$ cat src/rtl/core/per_process_io_anomaly_scorer_unit_macros.svh
// ----------------------------------------------------------------------------
// Assertion macros for the per-process I/O anomaly scorer
// Shared helpers for concurrent checks clocked on i_clk, reset by i_rst_n.
// ----------------------------------------------------------------------------
`ifndef PER_PROCESS_IO_ANOMALY_SCORER_UNIT_MACROS_SVH
`define PER_PROCESS_IO_ANOMALY_SCORER_UNIT_MACROS_SVH

// Consequent must hold in the same cycle as the antecedent.
`define PPIAS_ASSERT_NOW(lbl, ante, cons, msg) \
    lbl: assert property (@(posedge i_clk) disable iff (!i_rst_n) (ante) |-> (cons)) \
        else $error(msg);

// Consequent must hold in the cycle after the antecedent.
`define PPIAS_ASSERT_NEXT(lbl, ante, cons, msg) \
    lbl: assert property (@(posedge i_clk) disable iff (!i_rst_n) (ante) |=> (cons)) \
        else $error(msg);

`endif

$ cat src/rtl/core/ppias_pkg.sv
// ----------------------------------------------------------------------------
// ppias_pkg
// Types, constants and the extension list of the anomaly scorer.
// ----------------------------------------------------------------------------
package ppias_pkg;

    localparam int DEF_TRACKED_PROCESSES = 64;
    localparam int DEF_WINDOW_DEPTH      = 64;

    localparam logic [6:0] W_RATE    = 7'd30;
    localparam logic [6:0] W_ENTROPY = 7'd40;
    localparam logic [6:0] W_EXT     = 7'd20;
    localparam logic [6:0] W_DELETE  = 7'd10;
    localparam logic [6:0] SCORE_CAP = 7'd100;

    localparam logic signed [44:0] MS_PER_SEC = 45'sd1000;

    localparam logic [1:0] KIND_RENAME = 2'd1;
    localparam logic [1:0] KIND_UNLINK = 2'd2;
    localparam logic       REQ_CLEANUP = 1'b1;

    localparam int EXT_NAMES = 14;

    localparam logic [95:0] EXT_NAME [EXT_NAMES] = '{
        96'("encrypted"), 96'("locked"), 96'("cry"), 96'("crypt"), 96'("locky"),
        96'("cerber"), 96'("zepto"), 96'("thor"), 96'("aaa"), 96'("zzz"),
        96'("micro"), 96'("enc"), 96'("crypted"), 96'("cryptolocker")
    };
    localparam int EXT_LEN [EXT_NAMES] = '{9, 6, 3, 5, 5, 6, 5, 4, 3, 3, 5, 3, 7, 12};

    typedef enum logic [2:0] {
        REG_ENT_LIMIT         = 3'd0,
        REG_RATE_LIMIT        = 3'd1,
        REG_RATE_WINDOW_MS    = 3'd2,
        REG_UNLINK_WINDOW_SEC = 3'd3,
        REG_STALE_AGE_SEC     = 3'd4
    } t_reg_idx;

    typedef struct packed {
        logic [11:0] ent_limit;
        logic [6:0]  rate_limit;
        logic [15:0] rate_window_ms;
        logic [7:0]  unlink_window_sec;
        logic [31:0] stale_age_sec;
    } t_cfg;

    typedef struct packed {
        logic        req_type;
        logic [31:0] pid;
        logic [31:0] time_sec;
        logic [9:0]  time_msec;
        logic [1:0]  event_kind;
        logic [11:0] entropy;
        logic        has_new_path;
        logic [4:0]  ext_len;
        logic [63:0] ext_lo;
        logic [31:0] ext_hi;
    } t_req;

    typedef struct packed {
        logic [6:0] score;
        logic       suspicious;
        logic       rate_hit;
        logic       entropy_hit;
        logic       extension_hit;
        logic       delete_hit;
        logic [6:0] recent_ops;
        logic [6:0] active_records;
    } t_res;

    typedef enum logic [2:0] {
        ST_IDLE, ST_SEARCH, ST_SEARCH_END, ST_PICK, ST_UPDATE, ST_SCAN, ST_SCAN_END, ST_DONE
    } t_state;

    typedef struct packed {
        logic load;
        logic srch_step;
        logic pick;
        logic update;
        logic scan_step;
        logic finish;
    } t_cmd;

    typedef struct packed {
        logic srch_last;
        logic scan_last;
        logic cleanup;
    } t_stat;

    function automatic logic ext_listed(logic [4:0] len, logic [63:0] lo, logic [31:0] hi);
        logic [95:0] b;
        logic        hit;
        logic        same;
        int          j;
        b   = {hi, lo};
        hit = 1'b0;
        for (int n = 0; n < EXT_NAMES; n++) begin
            same = (32'(len) == EXT_LEN[n]);
            for (int k = 0; k < 12; k++) begin
                if (k < EXT_LEN[n]) begin
                    j = EXT_LEN[n] - 1 - k;
                    if (b[8*k +: 8] != EXT_NAME[n][8*j +: 8]) begin
                        same = 1'b0;
                    end
                end
            end
            if (same) begin
                hit = 1'b1;
            end
        end
        return hit;
    endfunction

endpackage

$ cat src/rtl/core/ppias_ctrl.sv
// ----------------------------------------------------------------------------
// ppias_ctrl
// Sequencer for table search, slot update and window scan.
// ----------------------------------------------------------------------------
module ppias_ctrl (
    input  logic             i_clk,
    input  logic             i_rst_n,
    input  logic             start,
    output logic             busy,
    input  ppias_pkg::t_stat i_stat,
    output ppias_pkg::t_cmd  o_cmd
);
    import ppias_pkg::*;

    t_state r_state;
    t_state n_state;

    always_ff @(posedge i_clk) begin
        if (!i_rst_n) begin
            r_state <= ST_IDLE;
        end else begin
            r_state <= n_state;
        end
    end

    always_comb begin
        n_state = r_state;
        o_cmd   = '0;
        busy    = (r_state != ST_IDLE);
        unique case (r_state)
            ST_IDLE: begin
                if (start) begin
                    o_cmd.load = 1'b1;
                    n_state    = ST_SEARCH;
                end
            end
            ST_SEARCH: begin
                o_cmd.srch_step = 1'b1;
                if (i_stat.srch_last) begin
                    n_state = ST_SEARCH_END;
                end
            end
            ST_SEARCH_END: begin
                n_state = i_stat.cleanup ? ST_DONE : ST_PICK;
            end
            ST_PICK: begin
                o_cmd.pick = 1'b1;
                n_state    = ST_UPDATE;
            end
            ST_UPDATE: begin
                o_cmd.update = 1'b1;
                n_state      = ST_SCAN;
            end
            ST_SCAN: begin
                o_cmd.scan_step = 1'b1;
                if (i_stat.scan_last) begin
                    n_state = ST_SCAN_END;
                end
            end
            ST_SCAN_END: begin
                n_state = ST_DONE;
            end
            ST_DONE: begin
                o_cmd.finish = 1'b1;
                n_state      = ST_IDLE;
            end
            default: n_state = ST_IDLE;
        endcase
    end

endmodule

$ cat config.mk
export PLATFORM = sky130hd
export DESIGN_NAME = ppias_ctrl
export DESIGN_NICKNAME = d
export VERILOG_FILES = /design/src/rtl/core/per_process_io_anomaly_scorer_unit_macros.svh /design/src/rtl/core/ppias_pkg.sv /design/src/rtl/core/ppias_ctrl.sv
export SDC_FILE = /design/constraint.sdc
export NUM_CORES = 1
export LEC_CHECK = 0
export BUFFER_PORTS_ARGS = -buffer_cell sky130_fd_sc_hd__buf_2
export CORE_AREA = 5 5 42 44
export DETAILED_ROUTE_END_ITERATION = 8
export DIE_AREA = 0 0 47 49
export GPL_TIMING_DRIVEN = 1
export PLACE_DENSITY = 0.51
export SLEW_MARGIN = 40
export SYNTH_ARGS = -nofsm -noshare
export SYNTH_HDL_FRONTEND = slang
export SYNTH_SLANG_ARGS = --single-unit
$ cat constraint.sdc
create_clock -name i_clk -period 1.1 [get_ports i_clk]
set_input_delay 0.055 -clock i_clk [delete_from_list [all_inputs] [get_ports i_clk]]
set_output_delay 0.055 -clock i_clk [all_outputs]
set_load 0.05 [all_outputs]
# == Word level (Yosys, flattened, before mapping) ==
# Index checks and enable logic that the tools add are counted.
# op_classes
n_addsub,0
n_mul,0
div_mod_pow,0
n_lt_le_gt_ge,0
eq_ne,10
n_shift,0
n_mux,12
bitwise,0
reduce_logical,3
# op_table
operator,count
case mux 3 bit (8 select lines),1
"== test 3 bit, second input constant",4
two-way mux 3 bit,4
two-way mux 1 bit,7
"== test 3 x 2 -> 1 bit, second input constant",2
"inequality test 2 bit, second input constant",3
"== test 3 x 1 -> 1 bit, second input constant",1
zero test 3 bit,1
AND reduction 3 bit,1
nonzero test 3 bit,1
# totals
reg_bits,3
latchBits,0
mem_bits_rw,0
mem_bits_ro,0
output_inout_bits,7
n_memories,0

# == Longest topological paths before layout ==
# logic_depth
word_depth,3
ltp_mapped,6
depth_no_buf,6

# == Least setup slack after synthesis ==
# No wires, ideal clock.
# synth_path
path_type,register to output
start,register r_state[0]
end,output o_cmd[5] in the netlist's numbering
arrival_time_ns,1.674
slack_ns,-0.629
path_stages_with_launch,5
n_path_buf,0
cell_sequence,dfxtp_1 inv_1 ha_1 nand2b_1 nor2_1
# synth_rtl
element,line_no,source
"start, declared",ppias_ctrl.sv:15,t_state r_state;
"start signal, assigned",ppias_ctrl.sv:22,r_state <= n_state;
"end, declared",ppias_ctrl.sv:11,output ppias_pkg::t_cmd o_cmd

==> run summary <==
===============================================================================================
Detailed-route vias per instance                                                           4.21
Distinct cell type count after synthesis                                                     18
Setup-failing EPs final                                                                      10
Slowest cell on the critical path                                                       dfxtp_4
Row cnt                                                                                      14
Detail Route met2 WL                                                                     285 um
Areal power density over the cells                                                  3150 nW/um2
Inserted Clock Buffers                                                                        3
DR pass1 iterations                                                                           4
Netlist area before placement                                                           273 um2
Met3 Wirelength                                                                           84 um
Max FFs per register                                                                          3
Wire length on met1                                                                      328 um
Fraction of final layout cells with drive strength greater than 1                         66.7%
Number of instances in the synthesized netlist                                               34
Hold-fix buffers at CTS                                                                       0
Effective utilization at floorplan                                                        19.5%
Insertion delay to the later sink of the worst-skew pair                                 230 ps
Worst clock skew                                                                       0.373 ps
Final Cycle Share                                                                          116%
Antenna viol nets, final                                                                      0
Die Outline Area                                                                       2300 um2
Number of primary I/O pins                                                                   13
Status                                                                             complete, but fails checks
Aggregate global routing overflow                                                             0
Total Nets Final                                                                             65
Wire length per cell after detailed routing                                             9.96 um
Number of H-tree branching levels                                                             1
Final hold violations                                                                         0
Nature of the critical path endpoint                                                 output pin
Placeable core area                                                                    1400 um2
Arrival time reported for the critical path endpoint                                    1220 ps
Number of synthesized register bits                                                           3
Total inserted antenna cells                                                                  0
Number of violations of the max-capacitance limit                                             0
All-Layer GR Usage                                                                        7.10%
Power Total                                                                             1700 uW
Largest voltage drop on the vdd net                                                   0.00111 V
Maximum fanout encountered on the critical timing path                                        4
Failing checks                                                                     negative setup slack
Count of routing violations after the opening detailed-route iteration                        6
CTS tree                                                                                   done
Remaining DRCs                                                                                0
Synthesis Warnings                                                                            0
Worst slack after detailed placement                                                    -152 ps
Slew at the pin closest to its max-slew limit                                            234 ps
Minimum setup slack among reg-to-reg paths                                              -100 ps
Vias after detailed routing                                                                 295
Critical path start-end classification                                             flip-flop to output pin
Register with the highest flop count                                                    r_state
Final Max Slew Viols                                                                          0
Number of global-route vias before repair                                                   287
Required time at the endpoint of the critical path                                      1040 ps
Sink Count                                                                                    3
Placer congestion estimate                                                                0.731
Delay of the slowest critical-path stage                                                 360 ps
Input/output buffers                                                                         12
Crit start category                                                                   flip-flop
Half-perimeter wire length after detailed placement                                      545 um
Clk root buf                                                                           clkbuf_4
Relative area change from synthesis to final layout                                       98.2%
Commonest non-fill, non-tap cell in the layout                                            buf_2
Timing-limited maximum frequency                                                        782 MHz
WHS                                                                                     56.4 ps
Critical path, cell by cell                                                        ha_1 > and2_2 > buf_4
Maximum number of buffers from clock root to sink                                             2
Die Height                                                                                49 um
Regs by FF count                                                                   r_state: 3 flops
HP Class                                                                           input port to flip-flop
Total Wirelength                                                                         697 um
Min setup slack post-route                                                              -178 ps
Pleak                                                                               0.000263 uW
Clock input transition at the sequential cells of the worst setup and hold paths          40 ps
Unrepaired setup endpoints after global routing                                             yes
Top library cells by usage in the layout, fill and taps aside                      buf_2 (5), nand2_1 (4), buf_8 (4), buf_6 (4)
Pin count of the biggest net entering global routing                                         10
Uppermost layer routed                                                                     met3
Sequential area share after synthesis                                                     22.0%
Initial antenna violation count                                                               0
Global-route wire length before repair                                                  1150 um
Max-slew headroom at the worst pin                                                        84.3%
Avg Cell Area, Syn                                                                     8.02 um2
Horiz. Die Dim                                                                            47 um
Net count of the mapped netlist                                                              44
Clock period minus worst slack                                                          1280 ps
===============================================================================================
==> power by group <==
group          switching (uW)  internal [uW]
sequential               89.3            177
clock                    53.9            136
combinational             656            589
total                     800            902
==> area by class of cell <==
class,count,area (um2)
clock buffers,4,26.3
fillers,145,861
inverters,6,30.0
multi-input cells,25,243
flip-flops and latches,3,68.8
well taps,16,20.0
repair buffers,16,153
==> cell families (layout without fill, tap and decap cells) <==
group / count (synthesis) / after routing / synth area share [%]
AOI/OAI and AO/OA: 6 / 6 / 17.9
adders and majority gates: 4 / 4 / 18.3
buffers and inverters: 6 / 26 / 8.26
DFF: 3 / 3 / 22.0
muxes: 2 / 2 / 7.34
and+or+nand+nor: 13 / 13 / 26.2
==> worst max-delay path: cells and delay by family (launching register included) <==
| family | cells | cell delay, ps |
|---|---|---|
| adders and majority gates | 1 | 250 |
| DFF | 1 | 360 |
| buffers and inverters | 1 | 180 |
| and+or+nand+nor | 1 | 200 |
==> synthesized netlist by cell type <==
cell type | instances | area, um2
and2_1 | 1 | 6.26
inv_1 | 6 | 22.5
nand2_1 | 4 | 15.0
a211oi_1 | 1 | 7.51
and2_2 | 1 | 7.51
o32ai_1 | 1 | 8.76
o31ai_1 | 1 | 7.51
nand2b_1 | 1 | 6.26
ha_1 | 4 | 50.1
dfxtp_1 | 3 | 60.1
o22ai_2 | 1 | 12.5
and2b_2 | 2 | 17.5
a22oi_1 | 1 | 7.51
nor3_1 | 1 | 5.00
nand2_2 | 1 | 6.26
a21oi_1 | 1 | 5.00
mux2i_1 | 2 | 20.0
nor2_1 | 2 | 7.51
==> final timing paths <==
path,to,from,cells past startpoint
worst min-delay path,r_state[2],i_stat[1],2
worst max-delay path,o_cmd[0],r_state[0],3
worst min register to register,r_state[1],r_state[1],2
worst max register to register,r_state[2],r_state[1],7
==> per-layer routing <==
layer	vias up	global-route usage, %
met3	0	6.27
li1	156	-
met2	12	9.05
met1	127	8.32
met4	0	2.76
met5	-	0
==> stage by stage <==
step | setup TNS, ps | utilization [%] | std cells | area, um2
2_1_floorplan | -109 | - | 34 | 308
3_3_place_gp | -466 | 29.3 | 65 | 410
3_5_place_dp | -480 | 29.3 | 65 | 410
4_1_cts | -1360 | 37.3 | 70 | 523
5_1_grt | -1850 | 38.6 | 70 | 541
6_report | -1250 | 38.6 | 70 | 541
==> repair_timing <==
action,CTS,global route
setup endpoints to repair,10,10
gates resized for setup,23,6
pin swaps,4,2
buffers inserted,1,0
Power figures use the tool's default switching activity.
