**config.mk**
```make
export PLATFORM = sky130hd
export DESIGN_NAME = ppias_regs
export DESIGN_NICKNAME = d
export VERILOG_FILES = /design/src/rtl/core/per_process_io_anomaly_scorer_unit_macros.svh /design/src/rtl/core/ppias_pkg.sv /design/src/rtl/core/ppias_regs.sv
export SDC_FILE = /design/constraint.sdc
export NUM_CORES = 1
export LEC_CHECK = 0
export ABC_AREA = 1
export BUFFER_PORTS_ARGS = -buffer_cell sky130_fd_sc_hd__buf_2
export CAP_MARGIN = 25
export CORE_MARGIN = 10
export CORE_UTILIZATION = 49
export DETAILED_ROUTE_END_ITERATION = 10
export GPL_TIMING_DRIVEN = 0
export PLACE_DENSITY = 0.79
export RECOVER_POWER = 100
export SYNTH_ARGS = -nofsm -noshare
export SYNTH_HDL_FRONTEND = slang
export SYNTH_SLANG_ARGS = --single-unit
```
**constraint.sdc**
```tcl
create_clock -name i_clk -period 1.3 [get_ports i_clk]
set_input_delay 0.195 -clock i_clk [delete_from_list [all_inputs] [get_ports i_clk]]
set_output_delay 0.195 -clock i_clk [all_outputs]
set_load 0.005 [all_outputs]
```
**src/rtl/core/per_process_io_anomaly_scorer_unit_macros.svh**
```systemverilog
// ----------------------------------------------------------------------------
// Assertion macros for the per-process I/O anomaly scorer
// Shared helpers for concurrent checks clocked on i_clk, reset by i_rst_n.
// ----------------------------------------------------------------------------
`ifndef PER_PROCESS_IO_ANOMALY_SCORER_UNIT_MACROS_SVH
`define PER_PROCESS_IO_ANOMALY_SCORER_UNIT_MACROS_SVH

// Consequent must hold in the same cycle as the antecedent.
`define PPIAS_ASSERT_NOW(lbl, ante, cons, msg) \
    lbl: assert property (@(posedge i_clk) disable iff (!i_rst_n) (ante) |-> (cons)) \
        else $error(msg);

// Consequent must hold in the cycle after the antecedent.
`define PPIAS_ASSERT_NEXT(lbl, ante, cons, msg) \
    lbl: assert property (@(posedge i_clk) disable iff (!i_rst_n) (ante) |=> (cons)) \
        else $error(msg);

`endif

```
**src/rtl/core/ppias_pkg.sv**
```systemverilog
// ----------------------------------------------------------------------------
// ppias_pkg
// Types, constants and the extension list of the anomaly scorer.
// ----------------------------------------------------------------------------
package ppias_pkg;

    localparam int DEF_TRACKED_PROCESSES = 64;
    localparam int DEF_WINDOW_DEPTH      = 64;

    localparam logic [6:0] W_RATE    = 7'd30;
    localparam logic [6:0] W_ENTROPY = 7'd40;
    localparam logic [6:0] W_EXT     = 7'd20;
    localparam logic [6:0] W_DELETE  = 7'd10;
    localparam logic [6:0] SCORE_CAP = 7'd100;

    localparam logic signed [44:0] MS_PER_SEC = 45'sd1000;

    localparam logic [1:0] KIND_RENAME = 2'd1;
    localparam logic [1:0] KIND_UNLINK = 2'd2;
    localparam logic       REQ_CLEANUP = 1'b1;

    localparam int EXT_NAMES = 14;

    localparam logic [95:0] EXT_NAME [EXT_NAMES] = '{
        96'("encrypted"), 96'("locked"), 96'("cry"), 96'("crypt"), 96'("locky"),
        96'("cerber"), 96'("zepto"), 96'("thor"), 96'("aaa"), 96'("zzz"),
        96'("micro"), 96'("enc"), 96'("crypted"), 96'("cryptolocker")
    };
    localparam int EXT_LEN [EXT_NAMES] = '{9, 6, 3, 5, 5, 6, 5, 4, 3, 3, 5, 3, 7, 12};

    typedef enum logic [2:0] {
        REG_ENT_LIMIT         = 3'd0,
        REG_RATE_LIMIT        = 3'd1,
        REG_RATE_WINDOW_MS    = 3'd2,
        REG_UNLINK_WINDOW_SEC = 3'd3,
        REG_STALE_AGE_SEC     = 3'd4
    } t_reg_idx;

    typedef struct packed {
        logic [11:0] ent_limit;
        logic [6:0]  rate_limit;
        logic [15:0] rate_window_ms;
        logic [7:0]  unlink_window_sec;
        logic [31:0] stale_age_sec;
    } t_cfg;

    typedef struct packed {
        logic        req_type;
        logic [31:0] pid;
        logic [31:0] time_sec;
        logic [9:0]  time_msec;
        logic [1:0]  event_kind;
        logic [11:0] entropy;
        logic        has_new_path;
        logic [4:0]  ext_len;
        logic [63:0] ext_lo;
        logic [31:0] ext_hi;
    } t_req;

    typedef struct packed {
        logic [6:0] score;
        logic       suspicious;
        logic       rate_hit;
        logic       entropy_hit;
        logic       extension_hit;
        logic       delete_hit;
        logic [6:0] recent_ops;
        logic [6:0] active_records;
    } t_res;

    typedef enum logic [2:0] {
        ST_IDLE, ST_SEARCH, ST_SEARCH_END, ST_PICK, ST_UPDATE, ST_SCAN, ST_SCAN_END, ST_DONE
    } t_state;

    typedef struct packed {
        logic load;
        logic srch_step;
        logic pick;
        logic update;
        logic scan_step;
        logic finish;
    } t_cmd;

    typedef struct packed {
        logic srch_last;
        logic scan_last;
        logic cleanup;
    } t_stat;

    function automatic logic ext_listed(logic [4:0] len, logic [63:0] lo, logic [31:0] hi);
        logic [95:0] b;
        logic        hit;
        logic        same;
        int          j;
        b   = {hi, lo};
        hit = 1'b0;
        for (int n = 0; n < EXT_NAMES; n++) begin
            same = (32'(len) == EXT_LEN[n]);
            for (int k = 0; k < 12; k++) begin
                if (k < EXT_LEN[n]) begin
                    j = EXT_LEN[n] - 1 - k;
                    if (b[8*k +: 8] != EXT_NAME[n][8*j +: 8]) begin
                        same = 1'b0;
                    end
                end
            end
            if (same) begin
                hit = 1'b1;
            end
        end
        return hit;
    endfunction

endpackage

```
**src/rtl/core/ppias_regs.sv**
```systemverilog
// ----------------------------------------------------------------------------
// ppias_regs
// Configuration register file behind the APB-style port.
// ----------------------------------------------------------------------------
module ppias_regs (
    input  logic              i_clk,
    input  logic              i_rst_n,
    input  logic              psel,
    input  logic              penable,
    input  logic              pwrite,
    input  logic [4:0]        paddr,
    input  logic [31:0]       pwdata,
    output logic [31:0]       prdata,
    output logic              pready,
    output ppias_pkg::t_cfg   o_cfg
);
    import ppias_pkg::*;

    t_cfg     r_cfg;
    t_reg_idx idx;
    logic     wr;

    assign idx    = t_reg_idx'(paddr[4:2]);
    assign wr     = psel && penable && pwrite;
    assign pready = 1'b1;
    assign o_cfg  = r_cfg;

    always_ff @(posedge i_clk) begin
        if (!i_rst_n) begin
            r_cfg.ent_limit         <= 12'd1920;
            r_cfg.rate_limit        <= 7'd50;
            r_cfg.rate_window_ms    <= 16'd100;
            r_cfg.unlink_window_sec <= 8'd5;
            r_cfg.stale_age_sec     <= 32'd60;
        end else if (wr) begin
            unique case (idx)
                REG_ENT_LIMIT:         r_cfg.ent_limit         <= pwdata[11:0];
                REG_RATE_LIMIT:        r_cfg.rate_limit        <= pwdata[6:0];
                REG_RATE_WINDOW_MS:    r_cfg.rate_window_ms    <= pwdata[15:0];
                REG_UNLINK_WINDOW_SEC: r_cfg.unlink_window_sec <= pwdata[7:0];
                REG_STALE_AGE_SEC:     r_cfg.stale_age_sec     <= pwdata;
                default: ;
            endcase
        end
    end

    always_comb begin
        unique case (idx)
            REG_ENT_LIMIT:         prdata = 32'(r_cfg.ent_limit);
            REG_RATE_LIMIT:        prdata = 32'(r_cfg.rate_limit);
            REG_RATE_WINDOW_MS:    prdata = 32'(r_cfg.rate_window_ms);
            REG_UNLINK_WINDOW_SEC: prdata = 32'(r_cfg.unlink_window_sec);
            REG_STALE_AGE_SEC:     prdata = r_cfg.stale_age_sec;
            default:               prdata = 32'd0;
        endcase
    end

endmodule

```
Word level (Yosys, flattened, before mapping)
Cells that the tools add are included.

Logic and storage cells: 18. Output and inout port bits: 108. Input bits: 42. Bits in registers: 75.

Equal/unequal tests: 4. Reduce and logical (&&, ||, !) cells: 8. Muxes and demuxes: 1.

Operator list (count): one-hot mux 32 bit (5 select lines) (1); AND reduction 2 bit (5); equality test 3 x 2 -> 1 bit, second input constant (2); equality test 3 x 1 -> 1 bit, second input constant (1); equality test 3 bit, second input constant (1); logical NOT 3 bit (1); logical AND 1 bit (2).

Logic depth before layout (Yosys ltp)
Depth in word-level cells: 3. Mapped depth: 9. Depth with buffers taken out: 7.

Worst setup path before layout
OpenSTA, ideal clock, no wires.

Path kind: input -> output. Start: input paddr[2]. End: output prdata[9]. Path buffers: 2. Arrival time: 902 ps. Setup slack: 203 ps. Stages on the path: 7. Cell sequence: buf_6 inv_4 nand2_4 nor2_2 buf_2 nand2_1 nand3_1.

Longest elaborated chain between the ends: 2. Elaborated cells between the ends (all ways): 6. Classes of those cells: 4 x eq/ne; 1 x mux; 1 x reduce/logical.

Ends and longest elaborated chain: start: declaration (line ppias_regs.sv:11) `input logic [4:0] paddr,`; equality test 3 bit, or another cell as far along (line ppias_regs.sv:48) `unique case (idx)`; one-hot mux 32 bit (5 select lines) (*) (line ppias_regs.sv:48); end: declaration (line ppias_regs.sv:13) `output logic [31:0] prdata,`.

Every way passes the cells marked *; elsewhere a longest branch is shown, timed or not.

Worst setup path in the final report
Start: input pwrite. End: register r_cfg, in the netlist o_cfg[37].

Longest elaborated chain between the ends: 2.

Ends and longest elaborated chain: start: declaration (line ppias_regs.sv:10) `input logic pwrite,`; logical AND 1 bit (line ppias_regs.sv:24) `assign wr = psel && penable && pwrite;`; AND reduction 2 bit (no line); end: declaration (line ppias_regs.sv:19) `t_cfg r_cfg;`.

No other way between the ends. A chain may end at the register's enable or synchronous reset.

==> metrics list <==
- Least-Margin Pin Slew: around 0.6 ns
- Failing checks: negative setup slack
- HP Class: in2reg
- Final wirelength: between 10 and 15 mm
- The total count of hold-check failures in the final report was 0.
- Yosys printed 0 warnings.
- The sequential cells in the finished layout cover a total of 0.00152 mm².
* Floorplan die area: between 0.01 and 0.015 mm²
- Initial Utilization: 50.6%
- Seq cells post-synth: 75
* Endpoints failing setup: 24
- The via count of the first global-routing pass was approximately 4.3k.
- Share of the core filled with cells: slightly below 70%
* Number of detailed-routing iterations run before antenna repair: 5
- GPL Wtd Cong: 0.924
* Most frequent cells in the layout: nand2_1, buf_2, nor2_1
- For the worst setup path, the data required time is 1.54 ns.
- Across all setup checks in the final design, the least slack found is -0.0920 ns.
- The signal on the critical path passes through clkbuf_1 -> nand3_1 -> nor2_1 -> clkbuf_2 -> nand2_1 -> nand2_1 -> nor2_1.
- Number of antenna-violating nets in the routed design: 0
- The finished cells cover roughly 0.0054 mm².
- Maximum ir drop on the vdd rail: 0.000548 V
- Setup repair after global routing could not meet its margin everywhere.
- In the routed design, unresolved DRC markers number 0.
- From synthesis to final layout, the design area changed by 37.0%.
- Height of the die: 109 µm
- Global routing used ~23% of the available tracks.
* Flip-flop count of the largest register after layout: 75
- In this run the cell area of the synthesized design comes to between 0.003 and 0.004 mm².
- Top fanout value on the critical path: 10
* Initial antenna violation count: 0
- Horizontal extent of the die: between 100 and 150 µm
- Wirelength per Cell: ~16 µm
- Cell area power density: ~850 mW/mm²
- The share of the Yosys chip area taken by registers is 38.4%.
- Portion of the clock cycle consumed by the worst path in the final layout: 107%
* Synthesized area divided by synthesized cell count: about 6.6 µm²
- Number of buffers inserted during clock tree synthesis: 9
- Placed standard-cell area: about 0.0048 mm²
- Filler instances: around 660
* Maximum achievable frequency: a little over 0.7 GHz
- Count of distinct cell types in the synthesized netlist: 19
- Clock sink count: between 70 and 80
* Worst Path Class, Setup: in2reg
- Placed wire-length estimate after detailed placement: about 10 mm
- Static Leakage: approximately 2.8 nW
- Port-buffer cells: roughly 150
* Via total after detailed routing: between 4k and 5k
* Layout cells sized above 1: between 30% and 40%
- The largest single stage delay on the critical path is around 0.47 ns.
- Final std cells w/o fill: ~900
* Site row count: 32
- Max-cap viol count: 0
* Core Area: about 0.0077 mm²
- Subtracting the final worst setup slack from the clock period gives roughly 1.4 ns.
- Entering global routing, the biggest net connects 18 pins.
- TritonCTS clock tree: yes
- Worst path slowest cell: nor2_1
* Startpoint types: input pin
- Between clock sinks in the finished design, the worst skew comes to 0 ns.
* CTS HTree Levels: 3
- On the final layout, the worst hold slack is roughly 0.089 ns.
- I/O pin count: 150
- The tree is rooted in a clkbuf_8.
- In this run the deepest clock path goes through 2 buffers.
- Clock-pin slew was measured on the worst setup and hold paths at roughly 0.080 ns.
- The clock reaches the later pin of the worst-skew pair after roughly 0.34 ns.
- The worst pin sits at a relative slew slack of about three fifths.
* Gate count after technology mapping: ~600
- For this run the aggregate overflow at the end of global routing stands at 0.
- For the worst setup path, the data arrival time is 1.63 ns.
- Post-layout nets: ~820
- Dividing the detail-routed via count by the number of cells gives 5.12.
- The flow ran to the end, but the final reports show violations.
- The final-report max-slew violation count is 0.
- The number of nets handed over by synthesis was 632.
- Placed Cells: 837
- Total inserted antenna cells: 0
* Commonest non-fill, non-tap cell in the layout: nand2_1
* Area of combinational cells with multiple inputs: 0.00207 mm²
- Dpl ws: -0.235 ns
- Element type at the critical path end: flip-flop
- The first routing iteration left just over 300 violations.
- The first global-routing pass estimated roughly 22 mm of wire.
through the flow:
stage,power [mW],TNS (ns)
2_1_floorplan,2.74,0
3_3_place_gp,2.96,-5.40
3_5_place_dp,2.97,-6.08
4_1_cts,4.48,-0.183
5_1_grt,4.70,-3.25
6_report,4.54,-0.895
cells in the mapped netlist (all sizes together):
cell    number  area share [%]
nand3       91              15
buf         34             5.8
clkbuf       3            0.29
dfxtp       75              38
inv         56             5.4
nor2       151              17
conb         1           0.096
nand4       14             2.2
nand2      165              16
per-layer routing:
layer	wire length, µm	up-vias	track usage, %
met1	5690	2093	26.5
met4	278	0	7.99
met5	0	-	0
met3	1370	28	6.38
met2	6810	207	38.2
li1	-	2181	-
final cells by class:
| type | count | area share, % |
|---|---|---|
| timing repair buffer | 175 | 18.4 |
| sequential | 75 | 28.3 |
| clock inverter | 2 | 0.257 |
| multi-input combinational | 422 | 38.7 |
| tap | 102 | 2.38 |
| clock buffer | 13 | 2.59 |
| inverter | 56 | 4.16 |
| buffer | 35 | 5.16 |
logic make-up (layout without fill, tap and decap cells):
kind of cell,after synthesis,in the layout,synth area share (%)
and+or+nand+nor,421,421,50.0
buffers and inverters,93,281,11.5
DFF,75,75,38.4
other,1,1,0.0959
what timing repair did:
item                       in CTS  in global routing
gates resized for setup        48                 45
hold buffers                    0                  0
setup endpoints to repair      26                 16
pin swaps                      11                 16
gates cloned                    1                  0
setup buffers                  20                  9
worst max-delay path: cells and delay by family:
family | cells | cell delay, ns
AND/OR/NAND/NOR | 5 | 1.02
buffers and inverters | 2 | 0.41
worst paths after layout:
kind,to,cells past startpoint,from,slack [ns]
worst max register to register,o_cfg[37]$_SDFFE_PN0P_,3,o_cfg[37]$_SDFFE_PN0P_,0.55
worst min register to register,o_cfg[57]$_SDFFE_PN1P_,2,o_cfg[57]$_SDFFE_PN1P_,0.48
worst min-delay path,o_cfg[46]$_SDFFE_PN1P_,3,pwdata[6],0.09
worst max-delay path,o_cfg[37]$_SDFFE_PN0P_,7,pwrite,-0.09
report_power, final:
| group | internal [mW] | switching (mW) | total (mW) |
|---|---|---|---|
| Sequential | 2.33 | 0.0258 | 2.35 |
| Clock | 0.687 | 0.813 | 1.50 |
| Combinational | 0.268 | 0.414 | 0.682 |
| Total | 3.28 | 1.25 | 4.54 |
No activity file was read; power rests on OpenSTA's default activity.
